## config.mk

```make
export PLATFORM = sky130hd
export DESIGN_NAME = ups2x_back
export DESIGN_NICKNAME = d
export VERILOG_FILES = /design/src/sv/ups2x_pkg.sv /design/src/sv/ups2x_back.sv
export SDC_FILE = /design/constraint.sdc
export NUM_CORES = 1
export LEC_CHECK = 0
export ABC_AREA = 1
export BUFFER_PORTS_ARGS = -buffer_cell sky130_fd_sc_hd__buf_2
export CAP_MARGIN = 5
export CORE_MARGIN = 4
export CORE_UTILIZATION = 51
export CTS_BUF_LIST = sky130_fd_sc_hd__clkbuf_4 sky130_fd_sc_hd__clkbuf_8
export CTS_CLUSTER_SIZE = 20
export DETAILED_ROUTE_END_ITERATION = 8
export PLACE_DENSITY = 0.8
export SYNTH_ARGS = -nofsm -noshare
export SYNTH_HDL_FRONTEND = slang
export SYNTH_SLANG_ARGS = --single-unit
```

## constraint.sdc

```tcl
create_clock -name clock -period 4.9 [get_ports clock]
set_input_delay 0.49 -clock clock [delete_from_list [all_inputs] [get_ports clock]]
set_output_delay 0.49 -clock clock [all_outputs]
set_load 0.005 [all_outputs]
```

## src/sv/ups2x_pkg.sv

```systemverilog
`timescale 1ns / 1ps
// ----------------------------------------------------------------------------
// ups2x_pkg: shared types and constants of the 2x image upsampler
// Word formats, register indexes and the work record that the front part
// hands to the back part through the queue.
// ----------------------------------------------------------------------------
package ups2x_pkg;

   // Default line store depth (maximum source width in pixels).
   localparam int MAX_WIDTH_DEF = 2048;

   // Height saturates at this many source rows.
   localparam int HEIGHT_LIMIT = 4096;

   // Depth of the work queue between front and back.
   localparam int QUEUE_DEPTH = 4;

   // Register reset values.
   localparam logic [11:0] SRC_WIDTH_RST  = 12'd640;
   localparam logic [12:0] SRC_HEIGHT_RST = 13'd480;

   // Configuration port widths and register indexes.
   localparam int CSR_INDEX_W = 4;
   localparam int CSR_DATA_W  = 13;
   localparam logic [CSR_INDEX_W-1:0] CSR_SRC_WIDTH  = 4'd0;
   localparam logic [CSR_INDEX_W-1:0] CSR_SRC_HEIGHT = 4'd1;

   // Input word: one source pixel.
   typedef struct packed {
      logic [7:0] ch0_in;
      logic [7:0] ch1_in;
      logic [7:0] ch2_in;
   } req_type;

   // Output word: one upsampled pixel with its coordinates.
   typedef struct packed {
      logic [7:0]  ch0_out;
      logic [7:0]  ch1_out;
      logic [7:0]  ch2_out;
      logic [12:0] out_row;
      logic [11:0] out_col;
      logic        last_of_run;
      logic        last_of_frame;
   } rsp_type;

   // Pixel: channel 0 in bits 7..0, channel 1 in 15..8, channel 2 in 23..16.
   typedef logic [23:0] pix_type;

   // Position flags of a source pixel within the frame.
   typedef struct packed {
      logic has_up;     // a source row lies above
      logic has_left;   // a source column lies to the left
      logic ext_row;    // last row of an even height: one more output row
      logic ext_col;    // last column of an even width: one more output column
      logic frame_end;  // last source pixel of the frame
   } flags_type;

   // Work record for one source pixel.
   typedef struct packed {
      pix_type     upleft;
      pix_type     up;
      pix_type     left;
      pix_type     cur;
      logic [12:0] row2;
      logic [11:0] col2;
      flags_type   flags;
   } job_type;

endpackage

```

## src/sv/ups2x_back.sv

```systemverilog
`timescale 1ns / 1ps
// ----------------------------------------------------------------------------
// ups2x_back: output side of the 2x upsampler
// Walks the output pixels of the work record at the queue head, one per
// cycle while the output is not stalled, in row then column order, and computes each rounded mean.
// ----------------------------------------------------------------------------
module ups2x_back (
   input  logic                clock,
   input  logic                reset,
   input  ups2x_pkg::job_type  job,
   input  logic                job_valid,
   output logic                pop,
   output logic                rsp_valid,
   input  logic                rsp_stall,
   output ups2x_pkg::rsp_type  rsp_data
);

   // Mean of the chosen neighbors, rounded to nearest with ties to even.
   function automatic logic [7:0] chan_mean(input logic [7:0] ul, input logic [7:0] up,
                                            input logic [7:0] lf, input logic [7:0] cu,
                                            input logic rb, input logic cb);
      logic [9:0] sum;
      logic [9:0] q;
      logic       rnd;
      sum = 10'(cu) + (cb ? 10'(lf) : 10'd0) + (rb ? 10'(up) : 10'd0)
            + ((rb && cb) ? 10'(ul) : 10'd0);
      if (rb && cb) begin
         q   = sum >> 2;
         rnd = (sum[1:0] == 2'b11) || ((sum[1:0] == 2'b10) && q[0]);
      end else if (rb || cb) begin
         q   = sum >> 1;
         rnd = sum[0] && q[0];
      end else begin
         q   = sum;
         rnd = 1'b0;
      end
      return 8'(q + 10'(rnd));
   endfunction

   logic               rsp_valid_ff;
   ups2x_pkg::rsp_type rsp_data_ff;
   ups2x_pkg::rsp_type rsp_data_in;
   logic [1:0]         ri_ff;
   logic [1:0]         ci_ff;
   logic [1:0]         row_kind;
   logic [1:0]         col_kind;
   logic               ri_last;
   logic               ci_last;
   logic               run_last;
   logic               row_both;
   logic               col_both;
   logic               advance;
   logic               fire;

   assign advance = !rsp_valid_ff || !rsp_stall;
   assign fire    = job_valid && advance;

   // Step indexes map to output positions: minus one, even, plus one.
   assign row_kind = ri_ff + {1'b0, !job.flags.has_up};
   assign col_kind = ci_ff + {1'b0, !job.flags.has_left};
   assign ri_last  = (ri_ff == 2'(job.flags.has_up) + 2'(job.flags.ext_row));
   assign ci_last  = (ci_ff == 2'(job.flags.has_left) + 2'(job.flags.ext_col));
   assign run_last = ri_last && ci_last;
   assign row_both = (row_kind == 2'd0);
   assign col_both = (col_kind == 2'd0);
   assign pop      = fire && run_last;

   // Next output word.
   always_comb begin
      rsp_data_in.ch0_out = chan_mean(job.upleft[7:0], job.up[7:0], job.left[7:0],
                                      job.cur[7:0], row_both, col_both);
      rsp_data_in.ch1_out = chan_mean(job.upleft[15:8], job.up[15:8], job.left[15:8],
                                      job.cur[15:8], row_both, col_both);
      rsp_data_in.ch2_out = chan_mean(job.upleft[23:16], job.up[23:16], job.left[23:16],
                                      job.cur[23:16], row_both, col_both);
      case (row_kind)
         2'd0:    rsp_data_in.out_row = job.row2 - 13'd1;
         2'd1:    rsp_data_in.out_row = job.row2;
         default: rsp_data_in.out_row = job.row2 + 13'd1;
      endcase
      case (col_kind)
         2'd0:    rsp_data_in.out_col = job.col2 - 12'd1;
         2'd1:    rsp_data_in.out_col = job.col2;
         default: rsp_data_in.out_col = job.col2 + 12'd1;
      endcase
      rsp_data_in.last_of_run   = run_last;
      rsp_data_in.last_of_frame = run_last && job.flags.frame_end;
   end

   // Position within the current record.
   always_ff @(posedge clock) begin
      if (reset) begin
         ri_ff <= '0;
         ci_ff <= '0;
      end else if (fire) begin
         if (run_last) begin
            ri_ff <= '0;
            ci_ff <= '0;
         end else if (ci_last) begin
            ri_ff <= ri_ff + 2'd1;
            ci_ff <= '0;
         end else begin
            ci_ff <= ci_ff + 2'd1;
         end
      end
   end

   // Output register.
   always_ff @(posedge clock) begin
      if (reset) begin
         rsp_valid_ff <= 1'b0;
      end else if (advance) begin
         rsp_valid_ff <= job_valid;
      end
   end

   always_ff @(posedge clock) begin
      if (fire) begin
         rsp_data_ff <= rsp_data_in;
      end
   end

   assign rsp_valid = rsp_valid_ff;
   assign rsp_data  = rsp_data_ff;

endmodule

```

* Word-level counts from Yosys, hierarchy flattened
Cells that the tools add are included.
** Storage, ports and cells
- Register bits after elaboration :: 56
- Input port bits :: 130
- Output and inout port bits :: 53
- Word-level logic and storage cells :: 93
** Cells by class
- Add/subtract/negate cells :: 22
- Equal/unequal tests :: 10
- Multiplexer cells :: 27
- Reduce and logical (&&, ||, !) cells :: 24
** Operators with widths (count)
- two-way mux 8 bit :: 15
- adder 10 x 8 -> 10 bit :: 3
- adder 9 x 8 -> 10 bit :: 3
- adder 8 x 8 -> 9 bit :: 3
- case mux 13 bit (2 select lines) :: 1
- adder 8 x 1 -> 8 bit :: 3
- case mux 12 bit (2 select lines) :: 1
- adder 13 x 1 -> 13 bit, second input constant :: 1
- subtractor 13 x 1 -> 13 bit, second input constant :: 1
- adder 12 x 1 -> 12 bit, second input constant :: 1
- == test 2 bit, second input constant :: 6
- subtractor 12 x 1 -> 12 bit, second input constant :: 1
- logical AND 1 bit :: 11
- two-way mux 2 bit :: 4
- two-way mux 1 bit :: 6
- logical OR 1 bit :: 5
- adder 1 x 1 -> 2 bit :: 2
- adder 2 x 1 -> 2 bit :: 2
- adder 2 x 1 -> 2 bit, second input constant :: 2
- == test 2 x 1 -> 1 bit, second input constant :: 2
- == test 2 bit :: 2
- logical NOT 1 bit :: 4
- logical NOT 2 bit :: 2
- AND reduction 2 bit :: 1
- nonzero test 2 bit :: 1

* Longest topological paths before layout
- Depth after elaboration :: 12
- Depth in mapped cells :: 27
- Mapped depth without buffers :: 26

* Worst setup path after synthesis
Ideal clock, no wire load.
- Path kind :: input to register
- From :: in job[3] in the netlist's numbering
- To :: reg rsp_data_ff (netlist bit rsp_data[41]), data pin
- Library setup time :: 253 ps
- Arrival time :: 4651 ps
- Data required time :: 4647 ps
- Path slack :: -4 ps
- Cell stages on the path :: 25
- Cells stage by stage :: inv_1 ha_1 inv_1 nand2_1 nand2_1 nor2_4 buf_1 nand2_1 fa_1 fa_1 inv_1 ha_1 fa_1 nand2_1 inv_1 or2_2 nand2_1 nand3_1 inv_1 ha_1 nand4_1 nor2_1 nand3_1 nand2_1 nand2_1
** RTL lines
- start, declared :: RTL line ups2x_back.sv:10 : input ups2x_pkg::job_type job,
- end signal, assigned :: RTL line ups2x_back.sv:119 : rsp_data_ff <= rsp_data_in;
- end, declared :: RTL line ups2x_back.sv:41 : ups2x_pkg::rsp_type rsp_data_ff;

==> flow_summary.yaml <==
finish:
  drive_gt1_share_pct: 21.1
  final_cell_mix: "nand2_1 (293), buf_2 (182), inv_1 (172)"
  fin_cells: 1312
  diodes: 0
  syn_to_final_growth_pct: 17.9
  finish.instance_area_um2: 8220
  final_common_cell: "nand2_1"
  fin_nets: 1373
floorplan:
  die-area_um2: 15600
  fp.dieH_um: 125
  rows: 42
  ioPinCount: 183
  die_w_um: 125
  coreArea_um2: 13300
  initial_core_util_pct: 52.4
sta:
  timing.slew.headroom_pct: 24.4
  finalHoldViolations: 0
  period_share_pct: 93.5
  tightestPinTransition_ns: 1.13
  finalSetupViolations: 0
  rsz0062_at_grt: "no"
  maxSlewViolCount: 0
  fin_skew_ns: 0.00852
  period_needed_ns: 4.58
  clock.fmax_mhz: 218
  whs_ns: 0.379
  setup_tns_ns: 0
setup_path:
  crit_fanout: 12
  cp.required_ns: 4.97
  crit_arrival_ns: 4.65
  crit_type: "reg2reg"
  setup.worst_path.end_class: "register"
  cp-start-kind: "register"
route:
  met3_length_um: 1120
  wl_um: 15500
  ant_nets: 0
  first_iter_violations: 337
  firstDrtPassIters: 5
  top_layer: "met4"
  post-route-drc-count: 0
  via_per_inst: 4.81
  wl_met2_um: 7220
  vias: 6317
  routedLengthMet1_um: 7010
  avgRoutedWirePerCell_um: 11.8
power_and_ir_drop:
  p_int_mw: 1.88
  leakagePower_nw: 4.47
  finalPower_mw: 3.63
  cellPowerDensity_nw_per_um2: 441
  switching_share_pct: 48.2
  seqPwrFrac_pct: 22.0
  combPwrFrac_pct: 70.6
  p_sw_mw: 1.75
  ir_drop_mv: 0.187
  clockPowerShare_pct: 7.4
place:
  place_hpwl_um: 13100
  dpl.cell_count: 1303
  numPortBuffers: 182
  postPlaceCellArea_um2: 8100
  gp_congestion: 0.880
yosys:
  synth.avg_cell_area_um2: 7.35
  synthTopCellsByArea: "edfxtp_1 (22%), nand2_1 (16%), fa_1 (14%), ha_1 (10%), inv_1 (9.3%)"
  synth_seq_cells: 56
  yosys_warnings: 0
  yosysSeqAreaShare_pct: 23.4
  syn-cell-area_um2: 6970
  synth.largest_area_cell: "edfxtp_1"
  synth_cell_types: 41
  synth_cells: 949
  synth_nets: 1187
  yosysTopAreaCellShare_pct: 22.0
clock_tree:
  cts.path.max_buffers: 2
  clock-sinks: 56
  insertion_delay_ns: 0.31
  h-tree-depth: 2
  clkTransAtPathRegs_ns: 0.10
  ctsResizeCount: 0
  cts_tree: "built"
  numCtsBuffers: 5
  clockRootBuffer: "clkbuf_8"
grt:
  grt_pass1_vias: 5855
  gr-total-overflow: 0
  grt_pass1_wl_um: 25800
  grt_max_degree: 54
  antenna_found_initial: 0
  grt_use_total_pct: 19.4
worst_hold_path:
  hp-class: "in2reg"
flow_run:
  drv_cap: 0
outcome:
  status: "finished clean"
==> power by group through the flow <==
stage	combinational, mW	clock, mW	sequential [mW]
2_1_floorplan	1.91	0	0.833
3_3_place_gp	2.50	0	0.807
3_5_place_dp	2.55	0	0.814
4_1_cts	2.57	0.285	0.802
5_1_grt	2.97	0.301	0.815
6_report	2.56	0.268	0.798
==> flip-flops by register name (all words and copies together) (netlist names) <==
name       flops
rsp_data      51
ci_ff          2
ri_ff          2
rsp_valid      1
==> final cells by class <==
type	count	area [um2]
Clock buffer	8	97.6
Timing Repair Buffer	194	1010
Fill cell	1208	5070
Multi-Input combinational cell	701	4590
Inverter	177	669
Sequential cell	56	1630
Tap cell	176	220
==> worst max-delay path: stages, from the launching register on <==
cell	delay, ns
dfxtp_1	0.41
ha_1	0.21
inv_1	0.05
nand2_1	0.11
nand2_1	0.14
nor2_4	0.15
buf_12	0.14
nand2_1	0.07
fa_1	0.48
fa_1	0.55
inv_1	0.04
ha_1	0.23
fa_1	0.41
nand2_1	0.10
inv_1	0.04
or2_2	0.29
nand2_1	0.11
nand3_1	0.08
inv_1	0.06
ha_1	0.17
nand4_1	0.10
nor2_1	0.19
nand3_1	0.09
nand2_1	0.07
nand2_1	0.04
==> cell usage after synthesis, drive strengths merged <==
cell type and instances:
nand2 300, inv 177, nand3 80, nor2 71
ha 58, edfxtp 51, fa 50, a21oi 39
o21ai 28, xnor2 17, nand4 15, xor2 12
buf 9, nand3b 7, clkbuf 6, or2 6
dfxtp 5, a21boi 3, o2111ai 3, o211ai 3
o22ai 3, a211oi 2, a21o 1, a221oi 1
nor4 1, o311ai 1
==> stage by stage <==
stage | util (%) | setup WS [ns]
2_1_floorplan | - | 0.0391
3_3_place_gp | 61.0 | 0.149
3_5_place_dp | 61.0 | 0.00634
4_1_cts | 61.7 | 0.234
5_1_grt | 61.8 | 0.0436
6_report | 61.8 | 0.320
==> kinds of logic after synthesis <==
group,count (synthesis),share of synthesized area [%]
and+or+nand+nor,480,30.7
DFF,56,23.4
adders and majority gates,108,24.8
AOI/OAI and AO/OA,84,6.75
buffers and inverters,192,10.8
xor gates and xnor gates,29,3.64
==> layer usage <==
metal  track usage (%)  vias to the layer above
met5                 0                        -
li1                  -                     3389
met4              4.34                        0
met3              2.96                       10
met2              33.8                      175
met1              25.8                     2743
==> path summary, 6_finish.rpt <==
kind | from | to | slack, ns | cells after the start
worst max-delay path | ci_ff[0]$_SDFFE_PP0P_ | rsp_data[41]$_DFFE_PP_ | 0.32 | 24
worst max register to register | ci_ff[0]$_SDFFE_PP0P_ | rsp_data[41]$_DFFE_PP_ | 0.32 | 24
worst min-delay path | reset | rsp_valid$_SDFFE_PP0N_ | 0.38 | 2
worst min register to register | rsp_valid$_SDFFE_PP0N_ | rsp_valid$_SDFFE_PP0N_ | 0.48 | 2
==> repair_timing <==
action / CTS / global route
hold buffers: 0 / 0
setup buffers: 0 / 1
setup endpoints to repair: 0 / 3
endpoints found under the hold margin: 0 / 0
Note: power is estimated with default switching activity, not from simulation.
