### config.mk
export PLATFORM = sky130hd
export DESIGN_NAME = ups2x_queue
export DESIGN_NICKNAME = d
export VERILOG_FILES = /design/src/sv/ups2x_pkg.sv /design/src/sv/ups2x_queue.sv
export SDC_FILE = /design/constraint.sdc
export NUM_CORES = 1
export LEC_CHECK = 0
export BUFFER_PORTS_ARGS = -buffer_cell sky130_fd_sc_hd__buf_2
export CORE_MARGIN = 2
export CORE_UTILIZATION = 41
export CTS_CLUSTER_SIZE = 24
export DETAILED_ROUTE_END_ITERATION = 6
export GPL_TIMING_DRIVEN = 0
export PLACE_DENSITY_LB_ADDON = 0.3
export RECOVER_POWER = 25
export SLEW_MARGIN = 5
export SYNTH_ARGS = -nofsm -noshare
export SYNTH_HDL_FRONTEND = slang
export SYNTH_SLANG_ARGS = --single-unit
### constraint.sdc
create_clock -name clock -period 12.2 [get_ports clock]
set_clock_uncertainty 0.05 [all_clocks]
set_input_delay 1.83 -clock clock [delete_from_list [all_inputs] [get_ports clock]]
set_output_delay 1.83 -clock clock [all_outputs]
set_load 0.02 [all_outputs]
### src/sv/ups2x_pkg.sv
`timescale 1ns / 1ps
// ----------------------------------------------------------------------------
// ups2x_pkg: shared types and constants of the 2x image upsampler
// Word formats, register indexes and the work record that the front part
// hands to the back part through the queue.
// ----------------------------------------------------------------------------
package ups2x_pkg;

   // Default line store depth (maximum source width in pixels).
   localparam int MAX_WIDTH_DEF = 2048;

   // Height saturates at this many source rows.
   localparam int HEIGHT_LIMIT = 4096;

   // Depth of the work queue between front and back.
   localparam int QUEUE_DEPTH = 4;

   // Register reset values.
   localparam logic [11:0] SRC_WIDTH_RST  = 12'd640;
   localparam logic [12:0] SRC_HEIGHT_RST = 13'd480;

   // Configuration port widths and register indexes.
   localparam int CSR_INDEX_W = 4;
   localparam int CSR_DATA_W  = 13;
   localparam logic [CSR_INDEX_W-1:0] CSR_SRC_WIDTH  = 4'd0;
   localparam logic [CSR_INDEX_W-1:0] CSR_SRC_HEIGHT = 4'd1;

   // Input word: one source pixel.
   typedef struct packed {
      logic [7:0] ch0_in;
      logic [7:0] ch1_in;
      logic [7:0] ch2_in;
   } req_type;

   // Output word: one upsampled pixel with its coordinates.
   typedef struct packed {
      logic [7:0]  ch0_out;
      logic [7:0]  ch1_out;
      logic [7:0]  ch2_out;
      logic [12:0] out_row;
      logic [11:0] out_col;
      logic        last_of_run;
      logic        last_of_frame;
   } rsp_type;

   // Pixel: channel 0 in bits 7..0, channel 1 in 15..8, channel 2 in 23..16.
   typedef logic [23:0] pix_type;

   // Position flags of a source pixel within the frame.
   typedef struct packed {
      logic has_up;     // a source row lies above
      logic has_left;   // a source column lies to the left
      logic ext_row;    // last row of an even height: one more output row
      logic ext_col;    // last column of an even width: one more output column
      logic frame_end;  // last source pixel of the frame
   } flags_type;

   // Work record for one source pixel.
   typedef struct packed {
      pix_type     upleft;
      pix_type     up;
      pix_type     left;
      pix_type     cur;
      logic [12:0] row2;
      logic [11:0] col2;
      flags_type   flags;
   } job_type;

endpackage

### src/sv/ups2x_queue.sv
`timescale 1ns / 1ps
// ----------------------------------------------------------------------------
// ups2x_queue: work queue between front and back
// A small first-in first-out buffer of work records. It reports almost full
// one entry early so that the record in flight in the front always fits.
// ----------------------------------------------------------------------------
module ups2x_queue (
   input  logic                clock,
   input  logic                reset,
   input  logic                push,
   input  ups2x_pkg::job_type  push_job,
   input  logic                pop,
   output ups2x_pkg::job_type  head_job,
   output logic                not_empty,
   output logic                almost_full
);

   localparam int PW = $clog2(ups2x_pkg::QUEUE_DEPTH);
   localparam int NW = $clog2(ups2x_pkg::QUEUE_DEPTH + 1);

   ups2x_pkg::job_type  slots [ups2x_pkg::QUEUE_DEPTH];
   logic [PW-1:0]       wr_ptr_ff;
   logic [PW-1:0]       rd_ptr_ff;
   logic [NW-1:0]       count_ff;

   assign head_job    = slots[rd_ptr_ff];
   assign not_empty   = (count_ff != '0);
   assign almost_full = (count_ff >= NW'(ups2x_pkg::QUEUE_DEPTH - 1));

   // Storage.
   always_ff @(posedge clock) begin
      if (push) begin
         slots[wr_ptr_ff] <= push_job;
      end
   end

   // Pointers and fill level.
   always_ff @(posedge clock) begin
      if (reset) begin
         wr_ptr_ff <= '0;
         rd_ptr_ff <= '0;
         count_ff  <= '0;
      end else begin
         if (push) begin
            wr_ptr_ff <= (wr_ptr_ff == PW'(ups2x_pkg::QUEUE_DEPTH - 1)) ? '0
                         : wr_ptr_ff + PW'(1);
         end
         if (pop) begin
            rd_ptr_ff <= (rd_ptr_ff == PW'(ups2x_pkg::QUEUE_DEPTH - 1)) ? '0
                         : rd_ptr_ff + PW'(1);
         end
         if (push && !pop) begin
            count_ff <= count_ff + NW'(1);
         end else if (pop && !push) begin
            count_ff <= count_ff - NW'(1);
         end
      end
   end

endmodule

# Yosys cells after proc, flatten, opt, wreduce, memory -nomap -nowiden
# Memory sizes are Yosys's and may differ from the RTL's. A register that Yosys moved wholly into a read port is not among the register bits.
# Index checks and enable logic that the tools add are counted.
# W data, S select, Z words.
# word_totals
reg_bits,7
n_memories,1
output_inout_bits,128
ramBits,504
word_cells,25
# op_classes
n_lt_le_gt_ge,1
n_reduce_logical,6
muxes,8
add_sub_neg,4
n_eq_ne,2
# memory_table
memory,words,width,read_ports,rd_ports_with_merged_regs,wr,line,rtl
slots,4,126,1,1,1,ups2x_queue.sv:21,ups2x_pkg::job_type slots [ups2x_pkg::QUEUE_DEPTH];
# ops
operator,n
$mux W2,4
$mux W3,2
$add A2 B1 Y2 const B,2
$eq A2 B2 Y1 const B,2
$add A3 B1 Y3 const B,1
$ge A3 B2 Y1 const B,1
$reduce_bool A3 Y1,1
$sub A3 B1 Y3 const B,1
$logic_and A1 B1 Y1,2
$logic_not A1 Y1,2
$mux W1,2
$reduce_bool A2 Y1,1

# Logic depth before layout (Yosys ltp)
# Gate-level depths: netlist of run 1.
# logic_depth
depth_word,4
mapped_depth,7

# Worst setup path after synthesis of run 1
# OpenSTA, ideal clock, no wires.
# synth_timing
kind,input to register
startpoint,input port push
endpoint,"memory slots[0][0] in the netlist's numbering, enable pin"
setup_slack_ps,6932
n_path_buf,0
t_required_ps,11650
stages,1
arrival_time_ps,4718
cell_sequence,and2_1
# synth_via
elab_chain_len,2
# synth_lines
element,line,rtl
from (decl),ups2x_queue.sv:10,"input logic push,"
$mux W1,ups2x_queue.sv:32,if (push) begin
$mux W1 (implied by the code),ups2x_queue.sv:33,slots[wr_ptr_ff] <= push_job;
to (decl),ups2x_queue.sv:21,
# No other way between the ends.

==> metrics, run 1 <==
run status=completed; pin count of the biggest net entering global routing=53; port buffer count=257; Tmin final=4340 ps; predominant post-synthesis flop cell=sky130_fd_sc_hd__edfxtp_1; number of violations of the max-capacitance limit=0; part of the power in registers=0.533; synthesized cell area=18600 sq um; post-DR vias/cell=5.02; clock root buffer master=sky130_fd_sc_hd__clkbuf_16; hold bufs inserted after CTS=0; accumulated negative setup slack=0 ps; slew of the pin with the lowest slew margin=795 ps; final number of max-transition violations=0; chip height=217 microns; number of clock sinks=513; required time at the worst-slack endpoint=10320 ps; global route total overflow=0; cts bufs inserted=51; unique cell type count in the Yosys netlist=19; share of power burned in the clock network=0.369; type of destination of the critical path=output port; count of nets after finishing=1157; ratio of cells with drive above 1 in the final layout=0.384; total number of vias=8330; PD cells=172 nW/um^2; total power consumption of the routed design=3.82 mW; Critical Path Source Type=register; I/O pin count=258; Remaining DRCs=0; Die Outline Area=47100 sq um; switching share of total power=0.226; WL/cell=21.4 microns; die width=217 microns; Final Hold Violating Endpoints=0; routability congestion estimate from global placement=0.668; FP Rows=78; remaining antenna violation count=0; number of flops mapped to enable cells by yosys=504; worst hold path class=register to register; deepest clock path buffer count=3; Most Used Layer, Global Route=met2; area added between synthesis and finish=19.7%; post-synth top area cell=sky130_fd_sc_hd__edfxtp_1; sequential area share after synthesis=0.824; number of antenna violations at the first check in global routing=3; CTS tree=built; Internal=2.96 mW; Avg Cell Area, Syn=26.5 sq um; GR met3 Demand/Resource=0.0527; starting density of the core=0.412; layout filler cell count=3708; vias in the first global route=8697; Data arrival, critical path=2460 ps; biggest area contributors in the synthesized netlist=sky130_fd_sc_hd__edfxtp_1 81%, sky130_fd_sc_hd__mux4_2 15%, sky130_fd_sc_hd__dfxtp_1 0.97%; fraction of power consumed by combinational cells=0.098; peak ir drop on the vdd network=137 uV; Post-Syn Instances=702; timing-limited maximum frequency=230 MHz; Lkg Pwr=7.29 nW; global-route track usage on met1=0.207; length of the first detailed-routing pass in iterations=4; Synth warnings=0; Hold Path Stages=2; fraction of post-synthesis cell area in the top cell type by area=0.814; syn_nets=839; buffers inserted by post-CTS timing repair=0; share of the cycle needed by the critical path after routing=0.356; ys async rst share=0; Routed Wire Length=35500 microns; Core Footprint=45100 sq um; library cell with the highest instance count after synthesis=sky130_fd_sc_hd__edfxtp_1; CP Class=register to output port; Max transition margin=0.470; clock-pin slew on the worst setup and hold paths=60 ps; Synth Register Bits=513; final HPWL from detailed placement=21800 microns; P_sw=0.863 mW; 1st-iter DRT viols=423; post-cts gate resize count=0; Clk Latency, worst-skew pair=570 ps; worst reg2reg path depth=4; Total GRT Usage=0.152; global-route wire length before repair=53200 microns; setup repair after global routing missed its margin=no; most used standard cells in the synthesized netlist=504 x sky130_fd_sc_hd__edfxtp_1, 126 x sky130_fd_sc_hd__mux4_2, 14 x sky130_fd_sc_hd__buf_2; highest net fanout along the worst path=10; count of final setup violators=0; met2 track utilization from global routing=0.235; CTS H-tree depth=2
## layout make-up
cell class                      count  area, sq um  share of cell area
Antenna cell                        1         2.50            0.000112
Buffer                             28          175             0.00787
Clock buffer                       67         1340              0.0601
Clock inverter                     24          149             0.00669
Inverter                            4         15.0            0.000675
Multi-Input combinational cell    157         3090               0.139
Sequential cell                   513        15300               0.688
Tap cell                          600          751              0.0337
Timing Repair Buffer              265         1410              0.0634
## worst paths after layout
| check | slack (ps) | start | end |
|---|---|---|---|
| setup / recovery | 7860 | register | head_job[22] |
| hold / removal | 470 | count_ff[2] | count_ff[2] |
| setup reg to reg | 9880 | wr_ptr_ff[0] | slots[3][120] |
| hold reg to reg | 470 | count_ff[2] | count_ff[2] |
## power by group through the flow
stage	clock [mW]	sequential, mW	combinational [mW]
floorplan	0	2.08	0.233
global placement	0	2.09	0.374
detailed placement	0	2.07	0.389
CTS	1.45	2.04	0.390
global route	1.52	2.04	0.406
finish	1.41	2.04	0.376
## routing by layer
| layer | share of wire | up-vias |
|---|---|---|
| met3 | 0.080 | 61 |
| met2 | 0.48 | 233 |
| met5 | 0.00070 | - |
| met4 | 0.022 | 4 |
| li1 | - | 3683 |
| met1 | 0.42 | 4349 |
## flip-flops by register name, summed over array words and instances (netlist names), named ones only
name and cells:
wr_ptr_ff 2, slots 504, count_ff 3, rd_ptr_ff 2
## cells in the final DEF (no fill, tap or decap), drive strengths merged
cell / count
a21o: 1
a21oi: 2
and2: 4
buf: 211
bufinv: 1
clkbuf: 149
clkinv: 18
clkinvlp: 2
dfxtp: 9
diode: 1
edfxtp: 504
fa: 1
ha: 6
inv: 7
mux2i: 4
mux4: 126
nor2: 7
nor3b: 1
o21ai: 1
or3: 2
xor2: 2
## cell families (layout without fill, tap and decap cells)
| kind of cell | after synthesis | after routing | synth area share |
|---|---|---|---|
| adders and majority gates | 7 | 7 | 0.00512 |
| other | 0 | 1 | 0 |
| AOI/OAI and AO/OA | 4 | 4 | 0.00121 |
| and+or+nand+nor | 14 | 14 | 0.00384 |
| xor gates and xnor gates | 2 | 2 | 0.000942 |
| DFF | 513 | 513 | 0.824 |
| muxes | 130 | 130 | 0.155 |
| buffers and inverters | 32 | 388 | 0.0102 |
## through the flow
stage / instance area (sq um) / std cells / utilization / setup WS (ps) / hold slack (ps)
detailed placement: 20900 / 1567 / 0.463 / 8370 / 451
finish: 22200 / 1659 / 0.493 / 7860 / 471
global route: 22200 / 1658 / 0.493 / 7710 / 480
global placement: 20600 / 1559 / 0.457 / 4210 / 444
CTS: 22300 / 1658 / 0.496 / 7730 / 466
floorplan: 18600 / 702 / - / 6930 / 410
## critical path: stages (launching register included)
cell and delay (ps):
sky130_fd_sc_hd__dfxtp_1 300, sky130_fd_sc_hd__buf_2 320, sky130_fd_sc_hd__clkbuf_1 650, sky130_fd_sc_hd__mux4_2 420, sky130_fd_sc_hd__buf_2 190
(Power assumes the default switching activity.)
==> run 2, diff against run 1 <==
- ABC_AREA: not set -> 1
- clock period: 12.2 -> 3.8 ns (I/O delays scaled with it)
==> metrics, run 2 <==
cts bufs inserted=53 (+3.9%); count of final setup violators=0 (unchanged); number of antenna violations at the first check in global routing=6 (+3); post-DR vias/cell=5.20 (+3.6%); buffers inserted by post-CTS timing repair=0 (unchanged); parity-gate share of the synthesized area counting xor and xnor cells=0 (-0.000942); setup repair after global routing missed its margin=no; most common cell after layout, fill and taps aside=sky130_fd_sc_hd__edfxtp_1; Clk Latency, worst-skew pair=580 ps (about the same); ys async rst share=0 (unchanged); met2 track utilization from global routing=0.305 (+0.0696); cells traversed along the worst timing path=buf_4 -> clkinv_2 -> buf_2 -> buf_2 -> o21ai_1 -> o22ai_1 -> buf_2; unique cell type count in the Yosys netlist=21 (+2); Synth Register Bits=513 (unchanged); CTS H-tree depth=2 (unchanged); slew of the pin with the lowest slew margin=583 ps (-212 ps); CTS tree=built; routability congestion estimate from global placement=0.758 (+13%); dominant cell type by count on the critical path=sky130_fd_sc_hd__buf_2; vias in the first global route=11.6k (+33%); number of clock sinks=513 (unchanged); number of violations of the max-capacitance limit=0 (unchanged); share of the cycle needed by the critical path after routing=0.829; Synth warnings=0 (unchanged); remaining antenna violation count=0 (unchanged); GR met3 Demand/Resource=0.0482 (-0.00452); Total GRT Usage=0.191 (+0.0388); Most Used Layer, Global Route=met2; chip height=220 microns (+1.4%); clock-pin slew on the worst setup and hold paths=60 ps (about the same); WL/cell=20.8 microns (-2.8%); top library cells by usage in the layout, fill and taps aside=504 x sky130_fd_sc_hd__edfxtp_1, 257 x sky130_fd_sc_hd__nor2_1, 212 x sky130_fd_sc_hd__o21ai_0, 186 x sky130_fd_sc_hd__buf_2, 143 x sky130_fd_sc_hd__clkbuf_1; die width=220 microns (+1.4%); final HPWL from detailed placement=27600 microns (+26%); Core Footprint=46300 sq um (+2.6%); run status=completed; Routed Wire Length=46900 microns (+32%); deepest clock path buffer count=3 (unchanged); simple-gate share of the synthesized area=0.0534 (+0.0496); Critical Path Max Stage Delay=310 ps (-340 ps); starting density of the core=0.413 (+0.00111); final cell count without fillers=2253 (+36%); 1st-iter DRT viols=925 (+120%); total number of vias=11.7k (+41%); global-route wire length before repair=69100 microns (+30%); global route total overflow=0 (unchanged); post-synth top area cell=sky130_fd_sc_hd__edfxtp_1; PD cells=563 nW/um^2 (+230%); area added between synthesis and finish=19.7% (about the same); Placed Instance Area=21300 sq um (+2.2%); Lkg Pwr=7.78 nW (+6.8%); final number of max-transition violations=0 (unchanged); count of nets after finishing=1731 (+50%); required time at the worst-slack endpoint=3180 ps (-7140 ps); Avg Cell Area, Syn=15.0 sq um (-43%); Max transition margin=0.611 (+0.141); Critical Path Source Type=register; predominant post-synthesis flop cell=sky130_fd_sc_hd__edfxtp_1; post-cts gate resize count=0 (unchanged); global-route track usage on met1=0.258 (+0.0507); CP Class=register to output port; accumulated negative setup slack=0 ps (unchanged); type of destination of the critical path=output port; Final Hold Violating Endpoints=0 (unchanged); Remaining DRCs=0 (unchanged); Tmin final=3150 ps; port buffer count=257 (unchanged); kind of cell adding the most delay to the critical path=buffers and inverters; final core utilization=0.495 (+0.00122); pin count of the biggest net entering global routing=88 (+66%); Die Outline Area=48400 sq um (+2.8%); length of the first detailed-routing pass in iterations=5 (+1); final design instance area without fill=22900 sq um (+2.9%); CP max-delay cell=sky130_fd_sc_hd__buf_2; register with the most flip-flops=slots; worst hold path class=input pin to register; Data arrival, critical path=2530 ps (+70 ps); synthesized cell area=19100 sq um (+2.9%); Post-Syn Instances=1278 (+82%); biggest area contributors in the synthesized netlist=sky130_fd_sc_hd__edfxtp_1 79%, sky130_fd_sc_hd__o21ai_0 5.5%, sky130_fd_sc_hd__nor2_1 5.0%; mux share of post-synthesis cell area=0 (-0.155); sequential area share after synthesis=0.801 (-0.0230); hold bufs inserted after CTS=0 (unchanged); most used standard cells in the synthesized netlist=504 x sky130_fd_sc_hd__edfxtp_1, 257 x sky130_fd_sc_hd__nor2_1, 212 x sky130_fd_sc_hd__o21ai_0; dominant combinational cell family by area after synthesis=compound AO/OA/AOI/OAI gates; number of buffers and inverters on the critical path=5 (+2); syn_nets=1415 (+69%); total power consumption of the routed design=12.9 mW (+240%); I/O pin count=258 (unchanged); fraction of post-synthesis cell area in the top cell type by area=0.791 (-0.0227); share of the synthesized area in compound gates (AO/OA/AOI/OAI)=0.110 (+0.109); peak ir drop on the vdd network=392 uV (+190%); ratio of cells with drive above 1 in the final layout=0.181 (-0.203); largest registers in the final layout=slots x504, count_ff x3; clock root buffer master=sky130_fd_sc_hd__clkbuf_16; FP Rows=79 (+1.3%); post-synthesis share of cell area spent on full adders, half adders and majority gates=0.00497 (-0.000143); number of cells in the design after placement=2146 (+37%); flip-flop count of the largest register, all copies and words added=504 (unchanged); number of flops mapped to enable cells by yosys=504 (unchanged); timing-limited maximum frequency=318 MHz; highest net fanout along the worst path=10 (unchanged); library cell with the highest instance count after synthesis=sky130_fd_sc_hd__edfxtp_1
[run 2: changes by cell type in the layout (fill, tap and decap cells not counted), sizes merged, moves of 3 or more]
cell	before	now
a21oi	2	5
mux2i	4	0
clkbuf	149	200
diode	1	7
o21ai	1	257
and2	4	0
buf	211	215
mux4	126	0
o22ai	0	126
nor2	7	257
nand2	0	8
inv	7	22
[run 2: worst reg2reg max path: cells and delay by family, from the launching register on]
| kind | cells | cell delay [ps] |
|---|---|---|
| simple gates | 1 | 140 |
| flops | 1 | 400 |
| buf+inv | 2 | 790 |
| fa+ha+maj | 1 | 200 |
[run 2: area by class of cell]
cell class | instances | area (sq um)
buffer | 82 | 517
antenna | 7 | 17.5
timing repair buffer | 261 | 1290
inverter | 18 | 106
clock buffer | 72 | 1460
sequential | 513 | 15300
multi-input combinational | 665 | 3220
clock inverter | 28 | 203
fill | 4039 | 23400
tap | 607 | 759
[run 2: per-layer routing]
| metal | wire [microns] | share of wire | vias to the layer above |
|---|---|---|---|
| met5 | 31 | 0.00066 | - |
| met4 | 921 | 0.020 | 4 |
| met1 | 20100 | 0.43 | 5812 |
| met2 | 22300 | 0.48 | 357 |
| met3 | 3490 | 0.074 | 59 |
| li1 | - | - | 5485 |
[run 2: worst paths after layout]
path / to / slack (ps) / cells after the start / from
worst min register to register: count_ff[0] / 460 / 1 / count_ff[0]
worst min-delay path: wr_ptr_ff[0] / 140 / 2 / reset
worst max-delay path: head_job[74] / 650 / 7 / register
worst max register to register: slots[3][64] / 1790 / 4 / wr_ptr_ff[0]
[run 2: power by group]
group / switching, mW / internal [mW]
Combinational: 1.03 / 0.416
Clock: 2.08 / 2.84
Sequential: 0.0494 / 6.47
[run 2: cells by family after synthesis]
group / after synthesis
AO/OA/AOI/OAI: 388
adder cells (fa/ha/maj): 7
buffers and inverters: 100
flip-flops: 513
AND/OR/NAND/NOR: 270
[run 2: per-stage QoR]
step	setup slack, ps	hold WS (ps)
after floorplan	237	416
after global placement	-2150	447
after detailed placement	1260	439
after CTS	618	98.1
after global routing	546	114
final	651	138
==> run 3, diff against run 2 <==
- clock period: 3.8 -> 3.3 ns (I/O delays scaled with it)
==> metrics, run 3 (synthesis gave the netlist of run 2 again) <==
run status=completed; top library cells by usage in the layout, fill and taps aside=504 x sky130_fd_sc_hd__edfxtp_1, 257 x sky130_fd_sc_hd__nor2_1, 212 x sky130_fd_sc_hd__o21ai_0, 190 x sky130_fd_sc_hd__buf_2, 131 x sky130_fd_sc_hd__clkbuf_1; clock-pin slew on the worst setup and hold paths=60 ps (about the same); register with the most flip-flops=slots; Critical Path Source Type=register; DP Worst Slack=845 ps (-418 ps); post-cts gate resize count=0 (unchanged); number of antenna violations at the first check in global routing=9 (+3); I/O pin count=258 (unchanged); CTS H-tree depth=2 (unchanged); area added between synthesis and finish=21.2%; timing-limited maximum frequency=333 MHz; multi-input logic area=3220 sq um (unchanged); total number of vias=11.8k (+0.56%); buffers inserted by post-CTS timing repair=0 (unchanged); Clk Latency, worst-skew pair=590 ps (about the same); count of nets after finishing=1743 (+0.69%); most common cell after layout, fill and taps aside=sky130_fd_sc_hd__edfxtp_1; worst hold path class=input pin to register; deepest clock path buffer count=3 (unchanged); port buffer count=257 (unchanged); chip height=220 microns (unchanged); Data arrival, critical path=2460 ps (-70 ps); Total GRT Usage=0.192 (+0.00107); Lkg Pwr=7.91 nW (+1.6%); slew of the pin with the lowest slew margin=748 ps (+165 ps); ratio of cells with drive above 1 in the final layout=0.193 (+0.0125); remaining antenna violation count=0 (unchanged); PD cells=654 nW/um^2 (+16%); hold bufs inserted after CTS=0 (unchanged); Core Footprint=46300 sq um (unchanged); Die Outline Area=48400 sq um (unchanged); global route total overflow=0 (unchanged); CP Class=register to output port; number of violations of the max-capacitance limit=0 (unchanged); largest registers in the final layout=slots x504, count_ff x3; total power consumption of the routed design=15.1 mW (+18%); worst setup margin=295 ps (-356 ps); final number of max-transition violations=0 (unchanged); register area=15300 sq um (unchanged); vias in the first global route=11.5k (-0.71%); length of the first detailed-routing pass in iterations=7 (+2); flip-flop count of the largest register, all copies and words added=504 (unchanged); final HPWL from detailed placement=29600 microns (+7.3%); Remaining DRCs=0 (unchanged); layout filler cell count=3959 (-2.0%); number of clock sinks=513 (unchanged); share of the cycle needed by the critical path after routing=0.911; routability congestion estimate from global placement=0.768 (+1.3%); setup repair after global routing missed its margin=no; peak ir drop on the vdd network=448 uV (+14%); 1st-iter DRT viols=834 (-9.8%); Final Hold Violating Endpoints=0 (unchanged); pin count of the biggest net entering global routing=31 (-65%); FP Rows=79 (unchanged); Max transition margin=0.500 (-0.111); cts bufs inserted=51 (-3.8%); die width=220 microns (unchanged); clock root buffer master=sky130_fd_sc_hd__clkbuf_16; WL/cell=21.0 microns (+1.0%); count of final setup violators=0 (unchanged); final core utilization=0.501 (+0.00636); required time at the worst-slack endpoint=2750 ps (-430 ps); highest net fanout along the worst path=10 (unchanged); Tmin final=3000 ps; Routed Wire Length=47500 microns (+1.3%); global-route wire length before repair=69300 microns (+0.33%); CTS tree=built; post-DR vias/cell=5.22 (+0.30%); type of destination of the critical path=output port; starting density of the core=0.413 (unchanged)
==> run 3: cell types whose count changed in the layout (fill, tap and decap cells not counted), sizes merged <==
cell / change
buf: +18
clkbuf: -17
diode: -2
bufinv: +6
clkinvlp: +2
inv: -8
clkinv: +7
==> run 3: power breakdown <==
| group | total (mW) | internal [mW] | leakage (nW) | switching [mW] |
|---|---|---|---|---|
| clock | 5.94 | 3.51 | 0.849 | 2.43 |
| sequential | 7.50 | 7.45 | 4.70 | 0.0566 |
| combinational | 1.70 | 0.507 | 2.36 | 1.19 |
==> run 3: layer usage <==
metal | wire length [microns] | track usage
met5 | 47 | 0
met4 | 1020 | 0.0508
met1 | 20100 | 0.254
met2 | 22800 | 0.313
met3 | 3530 | 0.0536
==> run 3: worst max-delay path, cell delays in order, from the launching register on <==
cell and delay (ps):
sky130_fd_sc_hd__dfxtp_1 290, sky130_fd_sc_hd__buf_4 200, sky130_fd_sc_hd__clkinv_2 250, sky130_fd_sc_hd__buf_2 310
sky130_fd_sc_hd__buf_2 280, sky130_fd_sc_hd__o21ai_1 100, sky130_fd_sc_hd__o22ai_1 210, sky130_fd_sc_hd__buf_2 220
==> run 3: stage by stage <==
stage / hold WS, ps / setup TNS [ps] / instance area [sq um] / cells
final: 70.5 / 0 / 23200 / 2259
after global routing: 39.5 / 0 / 23200 / 2254
after CTS: 18.0 / 0 / 23300 / 2254
after global placement: 439 / -744860 / 21200 / 2142
after floorplan: 416 / 0 / 19100 / 1278
after detailed placement: 446 / 0 / 21500 / 2160
==> run 3: path summary, 6_finish.rpt <==
path,startpoint,to,slack (ps),cells after the start
worst min-delay path,reset,wr_ptr_ff[0],70,2
worst max-delay path,register,head_job[75],300,7
worst max register to register,wr_ptr_ff[1],slots[1][68],980,6
worst min register to register,count_ff[0],count_ff[0],460,1
==> run 3: area by class of cell <==
type / count / area share
clock inverter: 35 / 0.0170
sequential: 513 / 0.661
timing repair buffer: 275 / 0.0667
tap: 607 / 0.0328
antenna: 5 / 0.000540
inverter: 18 / 0.00394
clock buffer: 59 / 0.0573
buffer: 82 / 0.0223
multi-input combinational: 665 / 0.139
